<file path="config.mk">
export PLATFORM = sky130hd
export DESIGN_NAME = screen_fade_wipe_sequencer_core
export DESIGN_NICKNAME = d
export VERILOG_FILES = /design/src/rtl/core/sfw_pkg.sv /design/src/rtl/core/sfw_divider.sv /design/src/rtl/core/sfw_edge.sv /design/src/rtl/core/screen_fade_wipe_sequencer_core.sv
export SDC_FILE = /design/constraint.sdc
export NUM_CORES = 1
export LEC_CHECK = 0
export BUFFER_PORTS_ARGS = -buffer_cell sky130_fd_sc_hd__buf_2
export CAP_MARGIN = 20
export CELL_PAD_IN_SITES_DETAIL_PLACEMENT = 1
export CELL_PAD_IN_SITES_GLOBAL_PLACEMENT = 1
export CORE_MARGIN = 2
export CORE_UTILIZATION = 44
export DETAILED_ROUTE_END_ITERATION = 6
export GPL_TIMING_DRIVEN = 0
export PLACE_DENSITY = 0.86
export SETUP_SLACK_MARGIN = 0.4
export SLEW_MARGIN = 30
export SYNTH_ARGS = -nofsm -noshare
export SYNTH_HDL_FRONTEND = slang
export SYNTH_HIERARCHICAL = 1
export SYNTH_SLANG_ARGS = --single-unit
</file>
<file path="constraint.sdc">
create_clock -name aclk -period 5.7 [get_ports aclk]
set_input_delay 1.14 -clock aclk [delete_from_list [all_inputs] [get_ports aclk]]
set_output_delay 1.14 -clock aclk [all_outputs]
set_load 0.05 [all_outputs]
</file>
<file path="src/rtl/core/sfw_pkg.sv">
// Shared types and constants for the screen fade/wipe sequencer.
// No dependencies; imported by every module of the block.
`timescale 1ns / 1ps

package sfw_pkg;

    localparam int STEPS_DEF  = 100;  // progress steps of a full run
    localparam int CNT_W      = 7;    // progress count width
    localparam int SPAN_W     = 8;    // holds 2*STEPS
    localparam int MS_W       = 16;   // millisecond fields
    localparam int DIM_W      = 12;   // screen dimensions
    localparam int EDGE_W     = 20;   // wipe edge fields
    localparam int DVD_W      = MS_W + 1;  // remainder + tick sum
    localparam int CFG_IDX_W  = 3;
    localparam int CFG_DATA_W = 16;
    localparam int OUT_W      = 96;   // 90 payload bits padded to bytes

    typedef enum logic [CFG_IDX_W-1:0] {
        CFG_MODE    = 3'd0,
        CFG_REVERSE = 3'd1,
        CFG_PERIOD  = 3'd2,
        CFG_WIDTH   = 3'd3,
        CFG_HEIGHT  = 3'd4,
        CFG_DELAY   = 3'd5,
        CFG_KEEP    = 3'd6
    } sfw_cfg_t;

    typedef enum logic [0:0] {
        OP_TICK  = 1'b0,
        OP_START = 1'b1
    } sfw_op_t;

    typedef enum logic [1:0] {
        ST_IDLE,
        ST_DIVIDE,
        ST_UPDATE,
        ST_EMIT
    } sfw_state_t;

    // Control from the sequencer; the FSM output block drives it.
    typedef struct packed {
        logic s_ready;
        logic div_start;
        logic commit;
        logic load_out;
    } sfw_ctl_t;

endpackage

</file>
<file path="src/rtl/core/sfw_divider.sv">
// Iterative restoring divider, one quotient bit per cycle.
// Depends on sfw_pkg for widths.
`timescale 1ns / 1ps

module sfw_divider (
    input  logic                     aclk,
    input  logic                     aresetn,
    input  logic                     start_i,
    input  logic [sfw_pkg::DVD_W-1:0] dividend_i,
    input  logic [sfw_pkg::MS_W-1:0]  divisor_i,
    output logic                     done_o,
    output logic [sfw_pkg::DVD_W-1:0] quotient_o,
    output logic [sfw_pkg::MS_W-1:0]  remainder_o
);
    import sfw_pkg::*;

    localparam int CNT_BITS = $clog2(DVD_W + 1);

    logic [DVD_W-1:0]    quo_reg, quo_next;
    logic [MS_W-1:0]     rem_reg, rem_next;
    logic [MS_W-1:0]     dsr_reg;
    logic [CNT_BITS-1:0] cnt_reg, cnt_next;
    logic                busy_reg, busy_next;
    logic                done_reg, done_next;

    logic [MS_W:0] trial;
    logic [MS_W:0] diff;
    logic          ge;

    // Bring down the next dividend bit and try a subtract.
    assign trial = {rem_reg, quo_reg[DVD_W-1]};
    assign diff  = trial - {1'b0, dsr_reg};
    assign ge    = (trial >= {1'b0, dsr_reg});

    always_comb begin
        quo_next  = quo_reg;
        rem_next  = rem_reg;
        cnt_next  = cnt_reg;
        busy_next = busy_reg;
        done_next = 1'b0;
        if (start_i) begin
            quo_next  = dividend_i;
            rem_next  = '0;
            cnt_next  = CNT_BITS'(DVD_W);
            busy_next = 1'b1;
        end else if (busy_reg) begin
            quo_next = {quo_reg[DVD_W-2:0], ge};
            rem_next = ge ? diff[MS_W-1:0] : trial[MS_W-1:0];
            cnt_next = cnt_reg - 1'b1;
            if (cnt_reg == CNT_BITS'(1)) begin
                busy_next = 1'b0;
                done_next = 1'b1;
            end
        end
    end

    always_ff @(posedge aclk) begin
        if (!aresetn) begin
            cnt_reg  <= '0;
            busy_reg <= 1'b0;
            done_reg <= 1'b0;
        end else begin
            cnt_reg  <= cnt_next;
            busy_reg <= busy_next;
            done_reg <= done_next;
        end
    end

    always_ff @(posedge aclk) begin
        quo_reg <= quo_next;
        rem_reg <= rem_next;
        if (start_i) begin
            dsr_reg <= divisor_i;
        end
    end

    assign done_o      = done_reg;
    assign quotient_o  = quo_reg;
    assign remainder_o = rem_reg;

endmodule

</file>
<file path="src/rtl/core/sfw_edge.sv">
// Wipe edge products: dimension times progress and times (2*STEPS - progress).
// Depends on sfw_pkg for widths.
`timescale 1ns / 1ps

module sfw_edge #(
    parameter int STEPS = sfw_pkg::STEPS_DEF
) (
    input  logic [sfw_pkg::DIM_W-1:0]  width_i,
    input  logic [sfw_pkg::DIM_W-1:0]  height_i,
    input  logic [sfw_pkg::CNT_W-1:0]  count_i,
    output logic [sfw_pkg::EDGE_W-1:0] top_o,
    output logic [sfw_pkg::EDGE_W-1:0] bottom_o,
    output logic [sfw_pkg::EDGE_W-1:0] left_o,
    output logic [sfw_pkg::EDGE_W-1:0] right_o
);
    import sfw_pkg::*;

    localparam logic [SPAN_W-1:0] SPAN = SPAN_W'(2 * STEPS);

    logic [SPAN_W-1:0] rest;

    assign rest = SPAN - SPAN_W'(count_i);

    assign top_o    = EDGE_W'(height_i) * EDGE_W'(count_i);
    assign bottom_o = EDGE_W'(height_i) * EDGE_W'(rest);
    assign left_o   = EDGE_W'(width_i) * EDGE_W'(count_i);
    assign right_o  = EDGE_W'(width_i) * EDGE_W'(rest);

endmodule

</file>
<file path="src/rtl/core/screen_fade_wipe_sequencer_core.sv">
// Top level of the screen fade/wipe sequencer: config registers, sequencer, output word.
// Depends on sfw_pkg, sfw_divider and sfw_edge.
`timescale 1ns / 1ps

// Usage
//   Input stream (s_*): one word per event. s_tuser[0] is the op (0 tick,
//   1 start); s_tdata carries the elapsed milliseconds of a tick.
//   Output stream (m_*): exactly one result word per input word, in order.
//   Config channel (cfg_*): register index and data; always ready. Write only
//   while the block is idle. Index 0 (mode) is accepted but changes nothing,
//   since fade and wipe step identically.
//   Sequence: an active tick runs the remainder/period division through one
//   shared restoring divider, which produces 17 quotient bits; the divider's
//   done flag then moves the word to the update state, and the output state
//   loads the result word and raises m_tvalid. The next word is taken once
//   the sequencer is back in the idle state. A start or an idle tick skips
//   the divider and goes straight to the update and output states.
//   Throughput: one word in flight; s_tready is high only while idle. A
//   finished word waits in the output register, so the next word can be
//   accepted while the receiver stalls; that word then waits at its output
//   step until the register drains.
//   Reset (aresetn low, synchronous) clears progress, remainder, delay and
//   flags, loads the default registers, and drops m_tvalid.
module screen_fade_wipe_sequencer_core #(
    parameter int STEPS = sfw_pkg::STEPS_DEF
) (
    input  logic                          aclk,
    input  logic                          aresetn,
    // config write channel
    input  logic                          cfg_valid,
    output logic                          cfg_ready,
    input  logic [sfw_pkg::CFG_IDX_W-1:0] cfg_index,
    input  logic [sfw_pkg::CFG_DATA_W-1:0] cfg_data,
    // input stream
    input  logic                          s_tvalid,
    output logic                          s_tready,
    input  logic [sfw_pkg::MS_W-1:0]      s_tdata,  // [15:0] tick_ms
    input  logic [0:0]                    s_tuser,  // [0] op
    // result stream
    output logic                          m_tvalid,
    input  logic                          m_tready,
    // [0] running, [1] finished, [2] hold_black, [9:3] progress,
    // [29:10] top_edge, [49:30] bottom_edge, [69:50] left_edge,
    // [89:70] right_edge, [95:90] zero
    output logic [sfw_pkg::OUT_W-1:0]     m_tdata
);
    import sfw_pkg::*;

    localparam logic [CNT_W-1:0] FULL = CNT_W'(STEPS);

    // ---------------- config registers ----------------
    logic              reverse_reg;
    logic [MS_W-1:0]   period_reg;
    logic [DIM_W-1:0]  width_reg;
    logic [DIM_W-1:0]  height_reg;
    logic [MS_W-1:0]   delay_cfg_reg;
    logic              keep_reg;

    assign cfg_ready = 1'b1;

    always_ff @(posedge aclk) begin
        if (!aresetn) begin
            reverse_reg   <= 1'b0;
            period_reg    <= MS_W'(1);
            width_reg     <= DIM_W'(640);
            height_reg    <= DIM_W'(480);
            delay_cfg_reg <= '0;
            keep_reg      <= 1'b0;
        end else if (cfg_valid) begin
            unique case (sfw_cfg_t'(cfg_index))
                CFG_MODE:    ;  // mode has no effect on the outputs
                CFG_REVERSE: reverse_reg   <= cfg_data[0];
                CFG_PERIOD:  period_reg    <= cfg_data;
                CFG_WIDTH:   width_reg     <= cfg_data[DIM_W-1:0];
                CFG_HEIGHT:  height_reg    <= cfg_data[DIM_W-1:0];
                CFG_DELAY:   delay_cfg_reg <= cfg_data;
                CFG_KEEP:    keep_reg      <= cfg_data[0];
                default:     ;  // unmapped index, dropped
            endcase
        end
    end

    // ---------------- sequencer state ----------------
    sfw_state_t      state_reg, state_next;
    sfw_ctl_t        ctl;

    logic [MS_W-1:0]  rem_reg, rem_next;
    logic [CNT_W-1:0] count_reg, count_next;
    logic [MS_W-1:0]  delay_reg, delay_next;
    logic             active_reg, active_next;
    logic             hold_reg, hold_next;
    logic             done_reg, done_next;
    logic             op_reg;
    logic [MS_W-1:0]  ms_reg;

    logic             m_valid_reg;
    logic [OUT_W-1:0] m_data_reg;

    logic             in_fire;
    logic             is_start;
    logic             div_done;
    logic [DVD_W-1:0] quot;
    logic [MS_W-1:0]  div_rem;
    logic [MS_W-1:0]  divisor;
    logic             out_free;

    assign in_fire  = s_tvalid && ctl.s_ready;
    assign is_start = (sfw_op_t'(s_tuser[0]) == OP_START);
    assign divisor  = (period_reg == '0) ? MS_W'(1) : period_reg;
    assign out_free = !m_valid_reg || m_tready;

    // Next-state logic.
    always_comb begin
        state_next = state_reg;
        unique case (state_reg)
            ST_IDLE: begin
                if (s_tvalid) begin
                    state_next = (is_start || !active_reg) ? ST_UPDATE : ST_DIVIDE;
                end
            end
            ST_DIVIDE: begin
                if (div_done) begin
                    state_next = ST_UPDATE;
                end
            end
            ST_UPDATE: state_next = ST_EMIT;
            ST_EMIT: begin
                if (out_free) begin
                    state_next = ST_IDLE;
                end
            end
            default: state_next = ST_IDLE;
        endcase
    end

    // Output decode.
    always_comb begin
        ctl = '0;
        unique case (state_reg)
            ST_IDLE: begin
                ctl.s_ready   = 1'b1;
                ctl.div_start = s_tvalid && !is_start && active_reg;
            end
            ST_DIVIDE: ;
            ST_UPDATE: ctl.commit = 1'b1;
            ST_EMIT:   ctl.load_out = out_free;
            default:   ;
        endcase
    end

    assign s_tready = ctl.s_ready;

    sfw_divider u_div (
        .aclk        (aclk),
        .aresetn     (aresetn),
        .start_i     (ctl.div_start),
        .dividend_i  (DVD_W'(rem_reg) + DVD_W'(s_tdata)),
        .divisor_i   (divisor),
        .done_o      (div_done),
        .quotient_o  (quot),
        .remainder_o (div_rem)
    );

    // Progress update: a start word restarts the run; an active tick applies the finished division.
    logic [CNT_W-1:0] to_end;

    assign to_end = FULL - count_reg;

    always_comb begin
        rem_next    = rem_reg;
        count_next  = count_reg;
        delay_next  = delay_reg;
        active_next = active_reg;
        hold_next   = hold_reg;
        done_next   = 1'b0;
        if (sfw_op_t'(op_reg) == OP_START) begin
            count_next  = reverse_reg ? FULL : '0;
            delay_next  = delay_cfg_reg;
            active_next = 1'b1;
        end else if (active_reg) begin
            rem_next = div_rem;
            if (reverse_reg) begin
                delay_next = (ms_reg > delay_reg) ? '0 : (delay_reg - ms_reg);
            end
            // A pending reverse delay swallows the quotient.
            if (!(reverse_reg && (delay_next != '0)) && (quot != '0)) begin
                if (reverse_reg) begin
                    if (DVD_W'(count_reg) <= quot) begin
                        count_next = '0;
                        done_next  = 1'b1;
                    end else begin
                        count_next = count_reg - quot[CNT_W-1:0];
                    end
                end else begin
                    if (quot >= DVD_W'(to_end)) begin
                        count_next = FULL;
                        done_next  = 1'b1;
                    end else begin
                        count_next = count_reg + quot[CNT_W-1:0];
                    end
                end
                if (done_next) begin
                    active_next = 1'b0;
                    hold_next   = !reverse_reg && keep_reg;
                end
            end
        end
    end

    always_ff @(posedge aclk) begin
        if (!aresetn) begin
            state_reg  <= ST_IDLE;
            rem_reg    <= '0;
            count_reg  <= '0;
            delay_reg  <= '0;
            active_reg <= 1'b0;
            hold_reg   <= 1'b0;
            done_reg   <= 1'b0;
        end else begin
            state_reg <= state_next;
            if (ctl.commit) begin
                rem_reg    <= rem_next;
                count_reg  <= count_next;
                delay_reg  <= delay_next;
                active_reg <= active_next;
                hold_reg   <= hold_next;
                done_reg   <= done_next;
            end
        end
    end

    // Latch the accepted word.
    always_ff @(posedge aclk) begin
        if (in_fire) begin
            op_reg <= s_tuser[0];
            ms_reg <= s_tdata;
        end
    end

    // ---------------- output word ----------------
    logic [EDGE_W-1:0] top_e, bottom_e, left_e, right_e;

    sfw_edge #(
        .STEPS (STEPS)
    ) u_edge (
        .width_i  (width_reg),
        .height_i (height_reg),
        .count_i  (count_reg),
        .top_o    (top_e),
        .bottom_o (bottom_e),
        .left_o   (left_e),
        .right_o  (right_e)
    );

    always_ff @(posedge aclk) begin
        if (!aresetn) begin
            m_valid_reg <= 1'b0;
        end else if (ctl.load_out) begin
            m_valid_reg <= 1'b1;
        end else if (m_tready) begin
            m_valid_reg <= 1'b0;
        end
    end

    always_ff @(posedge aclk) begin
        if (ctl.load_out) begin
            m_data_reg <= {6'd0, right_e, left_e, bottom_e, top_e,
                           count_reg, hold_reg, done_reg, active_reg};
        end
    end

    assign m_tvalid = m_valid_reg;
    assign m_tdata  = m_data_reg;

endmodule

</file>
# ---- Word-level counts from Yosys, hierarchy flattened
# Cells that the tools add are included.
dict set report classes {
  n_addsub 8
  mul 4
  magnitude_cmp 4
  eq_ne 13
  n_mux 45
  bitwise_logic 3
  n_reduce_logical 34
}
# op n
set ops {}
lappend ops {{16-bit 2-to-1 mux} 7}
lappend ops {{7-bit 2-to-1 mux} 7}
lappend ops {{12-bit by 8-bit multiplier with 20-bit output} 2}
lappend ops {{12-bit by 7-bit multiplier with 19-bit output} 2}
lappend ops {{17-bit 2-to-1 mux} 2}
lappend ops {{16-bit subtractor} 2}
lappend ops {{1-bit 2-to-1 mux} 21}
lappend ops {{16-bit by 16-bit adder with 17-bit output} 1}
lappend ops {{17-bit by 16-bit greater-or-equal comparator with 1-bit output} 1}
lappend ops {{17-bit by 7-bit greater-or-equal comparator with 1-bit output} 1}
lappend ops {{7-bit by 17-bit <= comparator with 1-bit output} 1}
lappend ops {{17-bit nonzero test} 1}
lappend ops {{16-bit > comparator} 1}
lappend ops {{16-bit logical NOT} 1}
lappend ops {{16-bit nonzero test} 1}
lappend ops {{2-bit AND reduction} 7}
lappend ops {{2-bit 2-to-1 mux} 5}
lappend ops {{5-bit 2-to-1 mux} 2}
lappend ops {{3-bit equality test (second input constant)} 3}
lappend ops {{3-bit AND reduction} 3}
lappend ops {{2-bit one-hot mux with 4 select lines} 1}
lappend ops {{2-bit nonzero test} 4}
lappend ops {{8-bit by 7-bit subtractor with 8-bit output (first input constant)} 1}
lappend ops {{7-bit adder} 1}
lappend ops {{18 further kinds} 33}
dict set report totals {
  ff_bits 264
  in_bits 41
  output_inout_bits 99
}

# ---- Logic depth before layout (Yosys ltp)
dict set report depth {
  depth_word 16
  mapped_depth 24
  ltp_nobuf 21
}

# ---- By module
# Netlist, hierarchy kept.
# module n_inst cells_per_inst area_each_um2 seq_area_each_um2
set modules_own_cells {}
lappend modules_own_cells {sfw_edge 1 1329 11126.9 0.0}
lappend modules_own_cells {screen_fade_wipe_sequencer_core 1 1014 10151.0 5275.1}
lappend modules_own_cells {sfw_divider 1 316 3124.2 1451.4}

# ---- Least setup slack after synthesis
# Ideal clock, no wire load.
dict set report synth_path {
  path_kind {register -> register}
  start {reg count_reg[0]}
  end {reg m_data_reg[47] (netlist: m_tdata[47]) (data pin)}
  setup_ns 0.260
  arrival_ns 5.642
  t_required_ns 5.440
  path_slack_ns -0.202
  path_stages_with_launch 22
  path_cell_list {dfxtp_1 -> clkbuf_1 -> clkbuf_1 -> inv_1 -> ha_1 -> nand2b_1 -> nand2_1 -> xnor2_1 -> clkbuf_1 -> and2_1 -> fa_1 -> fa_1 -> fa_1 -> fa_1 -> ha_1 -> a21o_1 -> a21o_1 -> a21o_1 -> or3_2 -> o211ai_1 -> mux2i_1 -> nand2_1}
}
dict set report synth_between {
  elab_chain_len 2
}
# item line_no
set synth_rtl {}
lappend synth_rtl {{start, declared} screen_fade_wipe_sequencer_core.sv:88} ;# logic [CNT_W-1:0] count_reg, count_next;
lappend synth_rtl {{start signal, assigned} screen_fade_wipe_sequencer_core.sv:223} ;# count_reg <= count_next;
lappend synth_rtl {{8-bit by 7-bit subtractor with 8-bit output} sfw_edge.sv:22} ;# assign rest = SPAN - SPAN_W'(count_i);
lappend synth_rtl {{12-bit by 8-bit multiplier with 20-bit output} sfw_edge.sv:25} ;# assign bottom_o = EDGE_W'(height_i) * EDGE_W'(rest);
lappend synth_rtl {{via bottom_e[17]} screen_fade_wipe_sequencer_core.sv:241} ;# logic [EDGE_W-1:0] top_e, bottom_e, left_e, right_e;
lappend synth_rtl {{end signal, assigned} screen_fade_wipe_sequencer_core.sv:267} ;# m_data_reg <= {6'd0, right_e, left_e, bottom_e, top_e,
lappend synth_rtl {{end, declared} screen_fade_wipe_sequencer_core.sv:97} ;# logic [OUT_W-1:0] m_data_reg;
# The timed path passes the listed nets, and every way through them passes these cells.
# A chain may end at the register's enable or synchronous reset.

# ---- Final worst setup path
dict set report layout_path {
  start {reg count_reg[2]}
  end {reg m_data_reg[48] (netlist: m_tdata[48]) (data pin)}
}
# The elaborated chain is that of the path after synthesis.

==> run summary <==
The run finished, with violations left. The checks that failed: setup timing. The register bit count reported by yosys was 266.

The run gives 0 as the count of final hold-check violations. Critical path capture point type: a register. The maximum number of pins on one net before global-route repair came out at 28. The number of clock buffers added by TritonCTS is 34. Counting distinct cell types in the post-synthesis netlist gives 91. Before CTS, the worst setup slack after placement is -1.38 ns.

For this run, the number of Yosys warnings is 6. In this run the deepest clock path goes through 3 buffers. Once the floorplan was initialized, standard cells occupied 44.4% of the core. After detailed routing, the number of remaining DRC violations is 0.

The library cell used most frequently in the layout, excluding fill and tap cells, is sky130_fd_sc_hd__nand2_1. Counting every instance in the synthesized netlist gives 2,659. For the pin with the worst max-slew slack, the measured transition is 0.941 ns.

Max-cap violations in this run came to 0. Traced cell by cell, the critical path runs through buf_8 -> o31a_1 -> nor2_2 -> xnor2_2 -> buf_6 -> and2_1 -> fa_2 -> fa_2 -> fa_2 -> fa_2 -> ha_4 -> a21o_1 -> a21o_1 -> a21o_4 -> a2111oi_4 -> a21oi_2 -> or4_4 -> nand4_1. In this run the static leakage power is 13.3 nW.

Measured along the x axis, the die boundary spans 240 um. At the worst endpoint, the required time is 6.11 ns. Topmost layer with routed signal wires: met5. The arrival time at the worst endpoint is 6.46 ns. TritonCTS built the clock tree. The count of placed standard cells in the final layout, fillers left out came out at 3,676. Setup repair after global routing could not meet its margin everywhere. The first global-routing pass estimated 131,000 um of wire.

Between clock sinks in the finished design, the worst skew comes to 0.0108 ns. The floorplan step set the die height to 240 um. STA classifies the critical path startpoint as a register. The congestion estimate from routability-driven global placement came to 0.924. At the later pin of the worst-skew pair, clock insertion delay measures 0.58 ns. For this block, the routed nets add up to 89,400 um of wire.

The routed layout has 21,500 vias. Summing every instance area after synthesis gives 0.0244 mm2. The most numerous cell type found on the critical path is sky130_fd_sc_hd__fa_2.

After layout, the minimum clock period comes to 6.05 ns. The fraction of final layout cells sized beyond drive strength 1 works out to 15.9%. Summed over all nets, wire length on met3 after detailed routing comes to 6270 um. The overall fraction of global-route tracks in use was 29.6%; the core area was 0.0550 mm2. For this block, wires on met1 add up to 33,300 um. During I/O placement, the number of pins put on the boundary was 140. Derived from the worst setup path, the maximum achievable clock frequency is 0.165 GHz. The flip-flop count of the largest register after layout is 90, and the number of H-tree levels is 2. Predominant post-synthesis flop cell: sky130_fd_sc_hd__edfxtp_1. The sum of net half-perimeters after detailed placement came out at 61,000 um.

Hold repair after CTS inserted 0 buffers. The remaining max-slew budget at the tightest pin is 36.6%, and the mean cell area of the mapped netlist is 9.18 um2. The number of antenna violations at the first check in global routing was 13; the cell area power density was 340 mW/mm2. Via count of the first global-routing pass: 23,300. The worst-path cell with the longest stage delay is sky130_fd_sc_hd__fa_2. Async set or reset register ratio after synthesis: 0%. The average wire per cell in the routed design was 24.3 um; the full die area was 0.0574 mm2. The number of iterations in the first detailed-routing pass is 7, and the clock-pin slew reported for the worst setup and hold paths after clock tree synthesis is 0.06 ns. Across the VDD grid, the largest voltage drop is 0.224 mV. The worst setup path is of the register to register kind. In the layout the commonest cells are sky130_fd_sc_hd__nand2_1 (420), sky130_fd_sc_hd__inv_1 (323), sky130_fd_sc_hd__ha_1 (213), sky130_fd_sc_hd__fa_1 (212), sky130_fd_sc_hd__and2_1 (158).

Of all nets on the critical path, the largest fanout is 10. The logs give -0.350 ns for the setup slack of the critical path after layout and 0 for the number of routed nets with antenna violations. The run gives 86 as the number of rows in the core area.

The tightest min-delay check is of the register to register type. The largest single stage delay on the critical path is 0.58 ns. The total of buffers placed on input and output ports is 132. The routed design uses 44,200 um of met2 wire.

The synthesized design contains 140 enable-type register cells. CTS saw 266 sinks. The tools report the final number of max-transition violations as 0.

For this run the aggregate overflow at the end of global routing stands at 0. The average vias per placed instance is 5.84. Clock tree synthesis selected as its root buffer the cell sky130_fd_sc_hd__clkbuf_16. Share of the clock period used by the worst path: 106%. The run gives 3,389 as the number of nets in the layout. Setup violations remaining at the end of the flow were counted as 11. From synthesis to final layout, the design area changed by 17.9%. For this block, the initial DRC count from the detailed router was 1,621. The fraction of the yosys area taken by sequential cells came out at 27.6%.

The count of placed standard cells including taps was 3,549.
[cell type report]
class	count	area, um2
clock inverter	21	288
buffer	137	891
inverter	331	1260
antenna	8	20.0
multi-input combinational	1931	16500
tap	748	936
clock buffer	41	887
fill	6259	26200
timing repair buffer	193	1220
sequential	266	6750
[worst paths after layout]
check,slack (ns),from,endpoint,cells after the start
worst min-delay path,0.45,hold_reg$_SDFFE_PN0P_,m_tdata[2]$_DFFE_PP_,0
worst max register to register,-0.35,count_reg[2]$_SDFFE_PN0P_,m_tdata[48]$_DFFE_PP_,18
worst max-delay path,-0.35,count_reg[2]$_SDFFE_PN0P_,m_tdata[48]$_DFFE_PP_,18
worst min register to register,0.45,hold_reg$_SDFFE_PN0P_,m_tdata[2]$_DFFE_PP_,0
[cells in the mapped netlist, drive strengths merged (37+ instances only)]
library cell | instances | share of area (%)
nand2 | 424 | 6.5
a21oi | 131 | 2.7
and2 | 164 | 4.2
inv | 329 | 5.1
a21o | 37 | 1.1
dfxtp | 126 | 10
o21ai | 72 | 1.5
ha | 231 | 12
clkbuf | 112 | 1.7
nor2 | 93 | 1.4
edfxtp | 140 | 17
fa | 223 | 18
a21boi | 40 | 1.2
xnor2 | 61 | 2.2
[layer usage]
layer / GRT usage, % / vias up
li1: - / 9301
met1: 34.0 / 10700
met2: 52.8 / 1039
met3: 4.83 / 387
met4: 15.5 / 11
met5: 0 / -
[worst max-delay path, delay by kind of cell, from the launching register on]
| kind | cells | cell delay [ns] |
|---|---|---|
| adder cells (fa/ha/maj) | 5 | 2.23 |
| AO/OA/AOI/OAI | 6 | 1.39 |
| AND/OR/NAND/NOR | 4 | 1.09 |
| flip-flops | 1 | 0.46 |
| buffers and inverters | 2 | 0.45 |
| XOR/XNOR | 1 | 0.28 |
[logic make-up after synthesis]
group / share of synthesized area [%]
XOR/XNOR: 3.41
AO/OA/AOI/OAI: 13.0
multiplexers: 1.31
AND/OR/NAND/NOR: 17.1
other: 0.0461
flip-flops: 27.6
buffers and inverters: 7.42
adder cells (fa/ha/maj): 30.1
[power breakdown]
group,internal [mW],switching (mW),leakage [nW]
Sequential,2.33,0.168,2.33
Clock,1.36,0.960,0.566
Combinational,1.92,3.03,10.4
Total,5.61,4.16,13.3
[repair_timing]
item | CTS | global route
pin swaps | 44 | 45
setup endpoints to repair | 48 | 33
buffers inserted | 39 | 18
gates cloned | 0 | 0
gates resized for setup | 139 | 126
[stage by stage]
stage / util (%) / TNS (ns) / hold WS [ns] / instance area, um2 / power [mW]
after global placement: 47.5 / -19.55 / 0.415 / 26100 / 6.24
after CTS: 51.5 / -0.395 / 0.442 / 28300 / 9.17
after floorplan: - / 0 / 0.408 / 24500 / 5.29
after global routing: 52.3 / -3.36 / 0.452 / 28800 / 10.2
after detailed placement: 47.7 / -24.80 / 0.427 / 26200 / 6.47
final: 52.3 / -2.80 / 0.447 / 28800 / 9.77
Note: power is estimated with default switching activity, not from simulation.
